$ cat config.mk
export PLATFORM = sky130hd
export DESIGN_NAME = bsdiff_patch_applier
export DESIGN_NICKNAME = d
export VERILOG_FILES = /design/src/rtl/core/bspa_pkg.sv /design/src/rtl/core/bspa_in_reg.sv /design/src/rtl/core/bspa_core.sv /design/src/rtl/core/bsdiff_patch_applier.sv
export SDC_FILE = /design/constraint.sdc
export NUM_CORES = 2
export LEC_CHECK = 0
export BUFFER_PORTS_ARGS = -buffer_cell sky130_fd_sc_hd__clkbuf_2
export CAP_MARGIN = 5
export CORE_MARGIN = 8
export CORE_UTILIZATION = 60
export DETAILED_ROUTE_END_ITERATION = 8
export PLACE_DENSITY_LB_ADDON = 0.3
export SLEW_MARGIN = 5
export SYNTH_ARGS = -nofsm -noshare
export SYNTH_HDL_FRONTEND = slang
export SYNTH_SLANG_ARGS = --single-unit
$ cat constraint.sdc
create_clock -name i_clk -period 19.13 [get_ports i_clk]
set_clock_uncertainty 0.1 [all_clocks]
set_input_delay 3.826 -clock i_clk [delete_from_list [all_inputs] [get_ports i_clk]]
set_output_delay 3.826 -clock i_clk [all_outputs]
set_load 0.05 [all_outputs]
$ cat src/rtl/core/bspa_pkg.sv
// Shared constants and types for the bsdiff patch applier.
package bspa_pkg;

    // Patch phase codes
    localparam logic [2:0] PH_CONTROL = 3'd0;
    localparam logic [2:0] PH_DIFF    = 3'd1;
    localparam logic [2:0] PH_EXTRA   = 3'd2;
    localparam logic [2:0] PH_DONE    = 3'd3;
    localparam logic [2:0] PH_ERROR   = 3'd4;

    // Status codes on the result
    localparam logic [1:0] ST_RUN   = 2'd0;
    localparam logic [1:0] ST_DONE  = 2'd1;
    localparam logic [1:0] ST_ERROR = 2'd2;

    // Configuration register indexes
    localparam logic [1:0] CFG_OLD_SIZE = 2'd0;
    localparam logic [1:0] CFG_NEW_SIZE = 2'd1;

    // Control record: three 8-byte numbers
    localparam logic [4:0] CTL_DIFF_END  = 5'd8;
    localparam logic [4:0] CTL_EXTRA_END = 5'd16;
    localparam logic [4:0] CTL_SEEK_END  = 5'd24;

    // Lengths are limited to 31 bits
    localparam int LEN_W = 31;

    // Result flags
    typedef struct packed {
        logic       out_valid;
        logic       fetch_used;
        logic [1:0] status;
    } t_flags;

endpackage

$ cat src/rtl/core/bspa_in_reg.sv
// Input register holding one accepted patch item.
module bspa_in_reg (
    input  logic       i_clk,
    input  logic       i_rst_n,
    input  logic       i_valid,
    output logic       o_ready,
    input  logic [7:0] i_patch_byte,
    input  logic [7:0] i_old_byte,
    input  logic       i_take,
    output logic       o_vld,
    output logic [7:0] o_patch_byte,
    output logic [7:0] o_old_byte
);

    logic       r_vld;
    logic [7:0] r_patch;
    logic [7:0] r_old;

    // Accept whenever the held item leaves this cycle or none is held
    assign o_ready = !r_vld || i_take;

    always_ff @(posedge i_clk) begin
        if (!i_rst_n) begin
            r_vld <= 1'b0;
        end else if (o_ready) begin
            r_vld <= i_valid;
        end
    end

    always_ff @(posedge i_clk) begin
        if (i_valid && o_ready) begin
            r_patch <= i_patch_byte;
            r_old   <= i_old_byte;
        end
    end

    assign o_vld        = r_vld;
    assign o_patch_byte = r_patch;
    assign o_old_byte   = r_old;

endmodule

$ cat src/rtl/core/bspa_core.sv
// Patch state and the single-pass per-item update.
module bspa_core #(
    parameter int SIZE_BITS = 24
) (
    input  logic                  i_clk,
    input  logic                  i_rst_n,
    input  logic                  i_step,
    input  logic [7:0]            i_patch_byte,
    input  logic [7:0]            i_old_byte,
    input  logic [SIZE_BITS-1:0]  i_old_size,
    input  logic [SIZE_BITS-1:0]  i_new_size,
    output bspa_pkg::t_flags      o_flags,
    output logic [7:0]            o_out_byte,
    output logic [SIZE_BITS-1:0]  o_out_offset,
    output logic [SIZE_BITS-1:0]  o_fetch_addr
);

    localparam int NP_W  = SIZE_BITS + 1;
    localparam int SUM_W = ((NP_W > bspa_pkg::LEN_W) ? NP_W : bspa_pkg::LEN_W) + 1;

    logic [2:0]                r_phase,  n_phase;
    logic [4:0]                r_cnt,    n_cnt;
    logic [63:0]               r_shift,  n_shift;
    logic [bspa_pkg::LEN_W-1:0] r_diff,  n_diff;
    logic [bspa_pkg::LEN_W-1:0] r_extra, n_extra;
    logic [63:0]               r_seek,   n_seek;
    logic [63:0]               r_oldp,   n_oldp;
    logic [NP_W-1:0]           r_newp,   n_newp;
    logic                      r_bad,    n_bad;

    logic [62:0] mag;
    logic        neg;
    logic        len_bad;
    logic        in_range;
    logic        in_range_post;
    logic [SUM_W-1:0] new_size_x;

    // Step logic: done test, one item, then the byte-free transitions
    always_comb begin
        n_phase = r_phase;
        n_cnt   = r_cnt;
        n_shift = r_shift;
        n_diff  = r_diff;
        n_extra = r_extra;
        n_seek  = r_seek;
        n_oldp  = r_oldp;
        n_newp  = r_newp;
        n_bad   = r_bad;

        o_flags    = '0;
        o_out_byte = '0;
        o_out_offset = '0;
        o_fetch_addr = '0;

        new_size_x = SUM_W'(i_new_size);
        in_range   = !r_oldp[63] && (r_oldp < 64'(i_old_size));
        mag        = '0;
        neg        = 1'b0;
        len_bad    = 1'b0;

        // Round start: new image complete means done (new_size may have moved)
        if (r_phase == bspa_pkg::PH_CONTROL && r_cnt == '0
            && r_newp >= NP_W'(i_new_size)) begin
            n_phase = bspa_pkg::PH_DONE;
        end

        unique case (n_phase)
            bspa_pkg::PH_CONTROL: begin
                n_shift = {i_patch_byte, r_shift[63:8]};
                n_cnt   = r_cnt + 5'd1;
                mag     = n_shift[62:0];
                neg     = n_shift[63];
                len_bad = (neg && mag != '0) || (mag[62:bspa_pkg::LEN_W] != '0);
                if (n_cnt == bspa_pkg::CTL_DIFF_END) begin
                    n_diff = len_bad ? '0 : mag[bspa_pkg::LEN_W-1:0];
                    n_bad  = r_bad || len_bad;
                end else if (n_cnt == bspa_pkg::CTL_EXTRA_END) begin
                    n_extra = len_bad ? '0 : mag[bspa_pkg::LEN_W-1:0];
                    n_bad   = r_bad || len_bad;
                end else if (n_cnt == bspa_pkg::CTL_SEEK_END) begin
                    n_seek = neg ? (64'd0 - {1'b0, mag}) : {1'b0, mag};
                    if (r_bad || (SUM_W'(r_newp) + SUM_W'(r_diff) > new_size_x)) begin
                        n_phase = bspa_pkg::PH_ERROR;
                    end else begin
                        n_phase = bspa_pkg::PH_DIFF;
                    end
                    n_bad = 1'b0;
                    n_cnt = '0;
                end
            end
            bspa_pkg::PH_DIFF: begin
                o_flags.out_valid = 1'b1;
                o_out_byte   = in_range ? (i_patch_byte + i_old_byte) : i_patch_byte;
                o_out_offset = r_newp[SIZE_BITS-1:0];
                n_newp = r_newp + NP_W'(1);
                n_oldp = r_oldp + 64'd1;
                n_diff = r_diff - bspa_pkg::LEN_W'(1);
            end
            bspa_pkg::PH_EXTRA: begin
                o_flags.out_valid = 1'b1;
                o_out_byte   = i_patch_byte;
                o_out_offset = r_newp[SIZE_BITS-1:0];
                n_newp  = r_newp + NP_W'(1);
                n_extra = r_extra - bspa_pkg::LEN_W'(1);
            end
            default: begin
            end
        endcase

        // End of diff run: extra must fit in the new image
        if (n_phase == bspa_pkg::PH_DIFF && n_diff == '0) begin
            if (SUM_W'(n_newp) + SUM_W'(n_extra) > new_size_x) begin
                n_phase = bspa_pkg::PH_ERROR;
            end else begin
                n_phase = bspa_pkg::PH_EXTRA;
            end
        end
        // End of extra run: apply seek, start a new round
        if (n_phase == bspa_pkg::PH_EXTRA && n_extra == '0) begin
            n_oldp  = n_oldp + n_seek;
            n_phase = bspa_pkg::PH_CONTROL;
            n_cnt   = '0;
        end
        if (n_phase == bspa_pkg::PH_CONTROL && n_cnt == '0
            && n_newp >= NP_W'(i_new_size)) begin
            n_phase = bspa_pkg::PH_DONE;
        end

        // Old-image fetch request for the following item
        in_range_post = !n_oldp[63] && (n_oldp < 64'(i_old_size));
        if (n_phase == bspa_pkg::PH_DIFF && in_range_post) begin
            o_flags.fetch_used = 1'b1;
            o_fetch_addr       = n_oldp[SIZE_BITS-1:0];
        end

        if (n_phase == bspa_pkg::PH_DONE) begin
            o_flags.status = bspa_pkg::ST_DONE;
        end else if (n_phase == bspa_pkg::PH_ERROR) begin
            o_flags.status = bspa_pkg::ST_ERROR;
        end else begin
            o_flags.status = bspa_pkg::ST_RUN;
        end
    end

    // State registers, advanced once per item
    always_ff @(posedge i_clk) begin
        if (!i_rst_n) begin
            r_phase <= bspa_pkg::PH_CONTROL;
            r_cnt   <= '0;
            r_shift <= '0;
            r_diff  <= '0;
            r_extra <= '0;
            r_seek  <= '0;
            r_oldp  <= '0;
            r_newp  <= '0;
            r_bad   <= 1'b0;
        end else if (i_step) begin
            r_phase <= n_phase;
            r_cnt   <= n_cnt;
            r_shift <= n_shift;
            r_diff  <= n_diff;
            r_extra <= n_extra;
            r_seek  <= n_seek;
            r_oldp  <= n_oldp;
            r_newp  <= n_newp;
            r_bad   <= n_bad;
        end
    end

endmodule

$ cat src/rtl/core/bsdiff_patch_applier.sv
// Top level of the bsdiff patch applier: config registers, result register.
//
//  Channel  | Handshake                  | Payload
//  ---------+----------------------------+-----------------------------------------
//  patch in | i_in_valid / o_in_ready    | i_patch_byte, i_old_byte
//  result   | o_res_valid / i_res_ready  | o_out_valid, o_out_byte, o_out_offset,
//           |                            | o_old_fetch_addr, o_old_fetch_used, o_status
//  config   | i_cfg_valid / o_cfg_ready  | i_cfg_index, i_cfg_data
//
// One item per cycle sustained while results are taken; an accepted item passes through the
// input register, then the update into the result register.
// The per-item update is a 64-bit old-pointer add and a few length compares.
// Synchronous active-low reset clears all control state, the config registers and the valid bits of both registers.
// A stalled result holds; the input register keeps taking items while it can move.
module bsdiff_patch_applier #(
    parameter int SIZE_BITS = 24
) (
    input  logic                 i_clk,
    input  logic                 i_rst_n,
    input  logic                 i_in_valid,
    output logic                 o_in_ready,
    input  logic [7:0]           i_patch_byte,
    input  logic [7:0]           i_old_byte,
    output logic                 o_res_valid,
    input  logic                 i_res_ready,
    output logic                 o_out_valid,
    output logic [7:0]           o_out_byte,
    output logic [SIZE_BITS-1:0] o_out_offset,
    output logic [SIZE_BITS-1:0] o_old_fetch_addr,
    output logic                 o_old_fetch_used,
    output logic [1:0]           o_status,
    input  logic                 i_cfg_valid,
    output logic                 o_cfg_ready,
    input  logic [1:0]           i_cfg_index,
    input  logic [SIZE_BITS-1:0] i_cfg_data
);

    logic [SIZE_BITS-1:0] r_old_size;
    logic [SIZE_BITS-1:0] r_new_size;

    logic                 r_res_vld;
    bspa_pkg::t_flags     r_flags;
    logic [7:0]           r_byte;
    logic [SIZE_BITS-1:0] r_offset;
    logic [SIZE_BITS-1:0] r_fetch;

    logic                 adv;
    logic                 item_vld;
    logic [7:0]           item_patch;
    logic [7:0]           item_old;
    logic                 step;
    bspa_pkg::t_flags     c_flags;
    logic [7:0]           c_byte;
    logic [SIZE_BITS-1:0] c_offset;
    logic [SIZE_BITS-1:0] c_fetch;

    // Result register moves when empty or taken
    assign adv  = !r_res_vld || i_res_ready;
    assign step = item_vld && adv;

    bspa_in_reg u_in (
        .i_clk        (i_clk),
        .i_rst_n      (i_rst_n),
        .i_valid      (i_in_valid),
        .o_ready      (o_in_ready),
        .i_patch_byte (i_patch_byte),
        .i_old_byte   (i_old_byte),
        .i_take       (adv),
        .o_vld        (item_vld),
        .o_patch_byte (item_patch),
        .o_old_byte   (item_old)
    );

    bspa_core #(
        .SIZE_BITS (SIZE_BITS)
    ) u_core (
        .i_clk        (i_clk),
        .i_rst_n      (i_rst_n),
        .i_step       (step),
        .i_patch_byte (item_patch),
        .i_old_byte   (item_old),
        .i_old_size   (r_old_size),
        .i_new_size   (r_new_size),
        .o_flags      (c_flags),
        .o_out_byte   (c_byte),
        .o_out_offset (c_offset),
        .o_fetch_addr (c_fetch)
    );

    // Configuration registers; unknown indexes are dropped
    assign o_cfg_ready = 1'b1;

    always_ff @(posedge i_clk) begin
        if (!i_rst_n) begin
            r_old_size <= '0;
            r_new_size <= '0;
        end else if (i_cfg_valid) begin
            if (i_cfg_index == bspa_pkg::CFG_OLD_SIZE) begin
                r_old_size <= i_cfg_data;
            end else if (i_cfg_index == bspa_pkg::CFG_NEW_SIZE) begin
                r_new_size <= i_cfg_data;
            end
        end
    end

    // Result register
    always_ff @(posedge i_clk) begin
        if (!i_rst_n) begin
            r_res_vld <= 1'b0;
        end else if (adv) begin
            r_res_vld <= item_vld;
        end
    end

    always_ff @(posedge i_clk) begin
        if (step) begin
            r_flags  <= c_flags;
            r_byte   <= c_byte;
            r_offset <= c_offset;
            r_fetch  <= c_fetch;
        end
    end

    assign o_res_valid      = r_res_vld;
    assign o_out_valid      = r_flags.out_valid;
    assign o_out_byte       = r_byte;
    assign o_out_offset     = r_offset;
    assign o_old_fetch_addr = r_fetch;
    assign o_old_fetch_used = r_flags.fetch_used;
    assign o_status         = r_flags.status;

endmodule

Word level (Yosys, flattened, before mapping)
Index checks and enable logic that the tools add are counted.
- output and inout port bits: 63
- bits in registers: 414
- reductions and logical operators: 37
- bitwise operators: 1
- $add $sub $neg: 10
- order comparisons: 6
- muxes and demuxes: 37
- equal/unequal tests: 11
- operators by type and width (operator ; count):
    64-bit 2-to-1 mux ; 7
    64-bit by 24-bit < comparator with 1-bit output ; 2
    31-bit 2-to-1 mux ; 4
    31-bit case mux with 2 select lines ; 2
    25-bit by 31-bit adder with 32-bit output ; 2
    64-bit by 1-bit adder with 64-bit output, second input constant ; 1
    64-bit adder ; 1
    32-bit by 24-bit > comparator with 1-bit output ; 2
    1-bit by 63-bit subtractor with 64-bit output, first input constant ; 1
    63-bit nonzero test ; 1
    31-bit zero test ; 2
    31-bit by 1-bit subtractor with 31-bit output, second input constant ; 2
    25-bit by 24-bit >= comparator with 1-bit output ; 2
    32-bit nonzero test ; 1
    3-bit 2-to-1 mux ; 10
    25-bit by 1-bit adder with 25-bit output, second input constant ; 1
    25-bit 2-to-1 mux ; 1
    5-bit 2-to-1 mux ; 5
    8-bit case mux with 2 select lines ; 1
    1-bit logical AND ; 12
    5-bit == test, second input constant ; 2
    5-bit zero test ; 2
    3-bit by 1-bit == test with 1-bit output, second input constant ; 3
    3-bit by 2-bit == test with 1-bit output, second input constant ; 3
    other kinds (17) ; 32

Longest topological paths before layout
- depth after elaboration: 21
- gate-level depth with buffers: 54

Cells and area by module
Synthesis repeated with hierarchy kept, for this count alone.
- cells, all modules: 4077
- area, all modules: 32741.4 um^2
- modules (own cells, without submodules) (module ; seq. area each (um^2) ; instances ; cells an instance ; area an instance (um^2)):
    bspa_core ; 5605.4 ; 1 ; 3805 ; 28477.3
    bsdiff_patch_applier ; 2782.7 ; 1 ; 251 ; 3726.1
    bspa_in_reg ; 500.5 ; 1 ; 21 ; 538.0

Least setup slack after synthesis
Ideal clock, no wire load.
- path type: register to register
- start point: register u_in.r_patch[0] (netlist: u_in.o_patch_byte[0])
- end point: register r_fetch[10] (netlist: o_old_fetch_addr[10]) (data pin)
- setup time: 0.170 ns
- arrival time: 9.545 ns
- slack: 9.315 ns
- cell stages (with the launch flop): 51
- path buffers: 2
- cell sequence: edfxtp_1 > or4_1 > or4_4 > nor3_2 > nand4_1 > a22o_1 > o21ai_0 > ha_1 > a211o_1 > a21oi_1 > o211ai_1 > a21oi_1 > o21bai_1 > a21oi_1 > nor2b_1 > o21a_1 > o21a_1 > o21ai_0 > (+15 left out) > clkbuf_1 > nand2_1 > o21ai_0 > inv_1 > ha_1 > a21o_1 > a21oi_1 > nor2b_1 > o21ai_0 > nand2b_1 > a21oi_1 > nor2b_1 > o21ai_0 > nand3_1 > a2111oi_4 > o211ai_4 > buf_6 > nor4_2
- elaborated cells between the ends (all ways): 39
- those cells by class: add/sub: 3; order compare: 2; eq/ne: 2; mux: 17; reduce/logical: 15
- RTL lines (element ; RTL line ; source):
    from (decl) ; bspa_in_reg.sv:16 ; logic [7:0] r_patch;
    from (signal assigned) ; bspa_in_reg.sv:32 ; r_patch <= i_patch_byte;
    63-bit nonzero test ; bspa_core.sv:73 ; len_bad = (neg && mag != '0) || (mag[62:bspa_pkg::LEN_W] != '0);
    1-bit logical AND ; bspa_core.sv:73 ;
    1-bit logical OR (*) ; bspa_core.sv:73 ;
    31-bit 2-to-1 mux (*) ; bspa_core.sv:78 ; n_extra = len_bad ? '0 : mag[bspa_pkg::LEN_W-1:0];
    31-bit 2-to-1 mux (*) ; bspa_core.sv:77 ; end else if (n_cnt == bspa_pkg::CTL_EXTRA_END) begin
    31-bit 2-to-1 mux (*) ; bspa_core.sv:74 ; if (n_cnt == bspa_pkg::CTL_DIFF_END) begin
    31-bit case mux with 2 select lines (*) ; bspa_core.sv:67 ; unique case (n_phase)
    named net u_core.n_extra, one bit ; bspa_core.sv:25 ; logic [bspa_pkg::LEN_W-1:0] r_extra, n_extra;
    (+3 left out) ; - ;
    3-bit 2-to-1 mux ; bspa_core.sv:111 ; if (n_phase == bspa_pkg::PH_DIFF && n_diff == '0) begin
    3-bit by 2-bit == test with 1-bit output ; bspa_core.sv:119 ; if (n_phase == bspa_pkg::PH_EXTRA && n_extra == '0) begin
    1-bit logical AND (*) ; bspa_core.sv:119 ;
    64-bit 2-to-1 mux (*) ; bspa_core.sv:119 ;
    named net u_core.n_oldp[17] ; bspa_core.sv:27 ; logic [63:0] r_oldp, n_oldp;
    64-bit by 24-bit < comparator with 1-bit output (*) ; bspa_core.sv:130 ; in_range_post = !n_oldp[63] && (n_oldp < 64'(i_old_size));
    1-bit logical AND (*) ; bspa_core.sv:130 ;
    1-bit logical AND (*) ; bspa_core.sv:131 ; if (n_phase == bspa_pkg::PH_DIFF && in_range_post) begin
    to (signal assigned) ; bsdiff_patch_applier.sv:120 ; r_fetch <= c_fetch;
    to (decl) ; bsdiff_patch_applier.sv:45 ; logic [SIZE_BITS-1:0] r_fetch;
The timed path passes the listed nets; every way through them passes the cells marked *.
A chain may end at the register's enable or synchronous reset.

Final worst setup path
- start point: register u_core.r_shift[39]
- end point: register r_fetch[23] (netlist: o_old_fetch_addr[23]) (data pin)
- elaborated cells between the ends (all ways): 39
- those cells by class: add/sub: 3; order compare: 2; eq/ne: 2; mux: 17; reduce/logical: 15
- RTL lines (element ; RTL line ; source):
    from (decl) ; bspa_core.sv:23 ; logic [63:0] r_shift, n_shift;
    from (signal assigned) ; bspa_core.sv:160 ; r_shift <= n_shift;
    63-bit nonzero test ; bspa_core.sv:73 ;
    1-bit logical AND ; bspa_core.sv:73 ;
    1-bit logical OR (*) ; bspa_core.sv:73 ;
    31-bit 2-to-1 mux (*) ; bspa_core.sv:78 ;
    31-bit 2-to-1 mux (*) ; bspa_core.sv:77 ;
    31-bit 2-to-1 mux (*) ; bspa_core.sv:74 ;
    31-bit case mux with 2 select lines (*) ; bspa_core.sv:67 ;
    named net u_core.n_extra, one bit ; bspa_core.sv:25 ;
    (+3 left out) ; - ;
    3-bit 2-to-1 mux ; bspa_core.sv:111 ;
    3-bit by 2-bit == test with 1-bit output ; bspa_core.sv:119 ;
    1-bit logical AND (*) ; bspa_core.sv:119 ;
    64-bit 2-to-1 mux (*) ; bspa_core.sv:119 ;
    named net u_core.n_oldp[17] ; bspa_core.sv:27 ;
    64-bit by 24-bit < comparator with 1-bit output (*) ; bspa_core.sv:130 ;
    1-bit logical AND (*) ; bspa_core.sv:130 ;
    1-bit logical AND (*) ; bspa_core.sv:131 ;
Marked as above.

==> results.txt <==
- Once the clock tree was built, the resizer swapped 0 gates to a different size.
- At the worst endpoint, the required time is between 15 and 20 ns.
- In this run, flip-flops and latches consume between 30% and 40% of the power.
- Synthesized instance count: 4,215
- In the final routed layout, each cell accounts on average for between 20 and 25 um.
* Status: finished clean
- Entering global routing, the biggest net connects between 150 and 200 pins.
* Overall die area: between 60,000 and 70,000 um2
- Post-CTS Setup Repair Bufs: 0
* Placement Cell Area: 33,500 um2
* Number of nets produced by synthesis: between 4,000 and 5,000
- Core Footprint: between 50,000 and 60,000 um2
* Design area: ~35,000 um2
* Critical path's most frequent cell: sky130_fd_sc_hd__a21oi_1
- Warnings, synthesis: 0
* Initial antenna violation count: 5
* Leakage: around 14 nW
* Power consumption: roughly 0.0025 W
- Clock root cell: sky130_fd_sc_hd__clkbuf_16
* Switching part of the total: a little under a third
- In the global route stage, overall resource usage came out at 34.6%.
* Cells taking the most area after synthesis: sky130_fd_sc_hd__dfxtp_1 (20%), sky130_fd_sc_hd__ha_1 (10%), sky130_fd_sc_hd__edfxtp_1 (7.0%)
- IR analysis of the VDD net gives a maximum drop of 72.6 uV.
- Summed over all nets, the switching power comes to ~0.00079 W.
- Post-synthesis xor/xnor area fraction: about 7.6%
- Simple-gate share of the synthesized area: about a quarter
* Clock latency of the later-clocked register in the worst-skew pair: a little over 0.6 ns
- Summing over every cut layer, the via total after detailed routing is between 30,000 and 40,000.
* Top achievable clock speed: ~83 MHz
- Synth Area per Inst: around 7.8 um2
* Ratio of final minimum period to clock period: between 60% and 70%
* Via count of the first global-routing pass: around 30,000
- Area fraction of the dominant cell type after synthesis: between 20 and 25%
- TritonCTS clock tree: yes
- Depth of the worst hold-timing path: 2
- Setup repair after global routing left no endpoint under its margin.
* Async SR Flop Fraction: 0%
* Power density over the cells: just over 70 nW/um2
* Number of enable flip-flop cells after synthesis: 76
- Post-synthesis sequential area ratio: between 20% and 30%
- The area growth from synthesis to layout is 8.19%.
- Overall die width: approximately 250 um
- Total routed wirelength: about 110,000 um
- Total clock buffers created by CTS: between 40 and 50
- Total internal power: roughly 0.0017 W
- Final critical-path required period: about 12 ns
* Initial cell density of the core: about three fifths
- The first global-routing pass estimated ~170,000 um of wire.
* Detail-routed via count per cell: between 6 and 7
- Remaining max-slew budget at the tightest pin: 21.6%
- For this run, the slowest stage of the critical path takes 0.76 ns.
- Of the total power, combinational logic draws 20.3%.
- In the post-route analysis, the smallest setup slack over all paths is 7.04 ns.
- Violation count after the first detailed-route iteration: 3,843
* Total negative slack for setup checks: 0 ns
- Post-synth top flop: sky130_fd_sc_hd__dfxtp_1
* Clock network fraction of design power: a little over two fifths
- OpenSTA, run right after detailed placement, puts the worst setup slack at roughly 7.4 ns.
- Site row count: 85
- Number of detailed-route iterations in the first pass: 8
* Detailed Place HPWL: roughly 85,000 um
- Yosys mapped the design onto ~110 distinct sky130hd cell types.
* Clock edge transition at the registers on the reported setup and hold paths: 0.07 ns
- Multiplexer area fraction after synthesis: 3.63%
- Of the cells placed in the final design, the portion with a size suffix greater than 1 is 8.79%.
- The worst setup path is captured at a flip-flop.
- # IOs: 110
- Final Net Count: ~4,500
* Slowest stage cell on the critical path: sky130_fd_sc_hd__o41ai_2
* Share of the synthesized area in compound gates (AO/OA/AOI/OAI): a little under a quarter
- Largest fanout on the critical path: 64
* WP data arrival: 12.40 ns
* ANT nets after route: 0
- Drt drc: 0
- Counting cells, the worst reg-to-reg path comes to 48.
- For the pin with the worst max-slew slack, the measured transition is ~1.2 ns.
- The cell area that synthesis handed to floorplanning was around 33,000 um2.
- Class of the most critical setup path: flip-flop to flip-flop
- At the end of routability-driven placement, the weighted congestion stood at between 1 and 1.5.
- The synthesized design contains just over 400 register bits.
- The worst hold path belongs to the class flip-flop to flip-flop.
* Cell type with the highest aggregate area in the netlist: sky130_fd_sc_hd__dfxtp_1
- Largest family of logic cells by synthesized area: simple AND/OR/NAND/NOR gates
- The number of hold buffers added after CTS was 0.
- Counting along the longest clock path gives a buffer depth of 3.
* Max-cap violations: 0
- Count of buffers inserted at the top-level ports: about 110
- Summing the areas of all fa, ha and maj instances in the mapped netlist gives a little over a tenth of the synthesized area.
- CTS HTree Levels: 2
* Num Clock Sinks: around 410
- Number of slew-limit violations in the final report: 0
- STA classifies the critical path startpoint as a flip-flop.
- Setup violators final: 0
- Final hold vios: 0
- The total overflow left after global routing is 0.
* Height of the die: 249 um
[layer usage]
metal	GRT usage (%)	up-vias	wire length, um
met5	0	-	27
met4	15.4	4	5650
met3	7.86	327	11700
met2	54.5	1662	50100
met1	44.9	15400	45900
li1	-	15200	-
[kinds of logic after synthesis]
family	after synthesis
AND/OR/NAND/NOR	1581
XOR/XNOR	284
multiplexers	114
other	1
buffers and inverters	382
flip-flops	406
AO/OA/AOI/OAI	1173
adder cells (fa/ha/maj)	274
[cell usage in the layout (no fill, tap or decap), types with 78 or more instances in the layout]
master                     netlist  routed
sky130_fd_sc_hd__nand3_1        98      98
sky130_fd_sc_hd__clkbuf_2        1     108
sky130_fd_sc_hd__xnor2_1       159     159
sky130_fd_sc_hd__dfxtp_1       330     330
sky130_fd_sc_hd__nor3_1         84      83
sky130_fd_sc_hd__nand4_1        82      82
sky130_fd_sc_hd__o21ai_0       240     240
sky130_fd_sc_hd__inv_1         143     142
sky130_fd_sc_hd__a211oi_1       78      78
sky130_fd_sc_hd__a21o_1         83      83
sky130_fd_sc_hd__a21oi_1       411     411
sky130_fd_sc_hd__ha_1          270     270
sky130_fd_sc_hd__nand2_1       587     585
sky130_fd_sc_hd__xor2_1        125     125
sky130_fd_sc_hd__nor2_1        351     350
[cells in the mapped netlist, types with 40 or more instances]
cell,count
sky130_fd_sc_hd__edfxtp_1,76
sky130_fd_sc_hd__xor2_1,125
sky130_fd_sc_hd__dfxtp_1,330
sky130_fd_sc_hd__a21o_1,83
sky130_fd_sc_hd__mux2i_1,77
sky130_fd_sc_hd__o21ai_0,240
sky130_fd_sc_hd__nor3_1,84
sky130_fd_sc_hd__inv_1,143
sky130_fd_sc_hd__nor2_1,351
sky130_fd_sc_hd__o211ai_1,40
sky130_fd_sc_hd__ha_1,270
sky130_fd_sc_hd__and3_1,52
sky130_fd_sc_hd__clkbuf_1,196
sky130_fd_sc_hd__o21a_1,40
sky130_fd_sc_hd__and2_1,40
sky130_fd_sc_hd__nand2_1,587
sky130_fd_sc_hd__xnor2_1,159
sky130_fd_sc_hd__nor4_1,52
sky130_fd_sc_hd__nand3_1,98
sky130_fd_sc_hd__a21oi_1,411
sky130_fd_sc_hd__nand4_1,82
sky130_fd_sc_hd__a211oi_1,78
[power groups by stage]
stage,Sequential (W),Combinational [W],Clock [W]
after global routing,0.000934,0.000551,0.00113
after CTS,0.000931,0.000500,0.00109
after global placement,0.000949,0.000497,0
after floorplan,0.000956,0.000336,0
final,0.000933,0.000515,0.00109
after detailed placement,0.000950,0.000497,0
[state kept, by name, summed over array words and instances (netlist names), 24 cells and up]
name              flops
u_core.r_oldp        64
u_core.r_diff        31
u_core.r_seek        64
u_core.r_newp        25
o_out_offset         24
u_core.r_shift       56
r_new_size           24
r_old_size           24
u_core.r_extra       31
o_old_fetch_addr     24
[critical path: cells and delay by family (launching register included)]
| family | cells | cell delay [ns] |
|---|---|---|
| buf+inv | 2 | 0.64 |
| fa+ha+maj | 3 | 0.80 |
| xor+xnor | 1 | 0.15 |
| compound gates | 27 | 6.24 |
| flops | 1 | 0.37 |
| simple gates | 15 | 3.54 |
[through the flow]
step / utilization [%] / instances / hold slack [ns]
2_1_floorplan: - / 4215 / 0.336
3_3_place_gp: 62.3 / 4819 / 0.341
3_5_place_dp: 62.3 / 4819 / 0.346
4_1_cts: 65.7 / 4907 / 0.355
5_1_grt: 65.7 / 4907 / 0.370
6_report: 65.7 / 4913 / 0.355
[final cells by class]
class                      count  area, um2
clock buffer                  58       1320
clock inverter                30        527
tap                          696        871
sequential                   406       8890
fill                        4715      18400
inverter                     146        563
multi-input combinational   3427      22400
timing repair buffer         144        823
antenna                        6       15.0
[path summary, 6_finish.rpt]
kind,startpoint,endpoint,slack (ns)
worst min register to register,u_core.r_seek[52]$_SDFFE_PN0P_,u_core.r_seek[52]$_SDFFE_PN0P_,0.35
worst max register to register,u_core.r_shift[39]$_SDFFE_PN0P_,o_old_fetch_addr[23]$_SDFFCE_PN0P_,7.04
worst min-delay path,u_core.r_seek[52]$_SDFFE_PN0P_,u_core.r_seek[52]$_SDFFE_PN0P_,0.35
worst max-delay path,u_core.r_shift[39]$_SDFFE_PN0P_,o_old_fetch_addr[23]$_SDFFCE_PN0P_,7.04
Power figures use the tool's default switching activity.
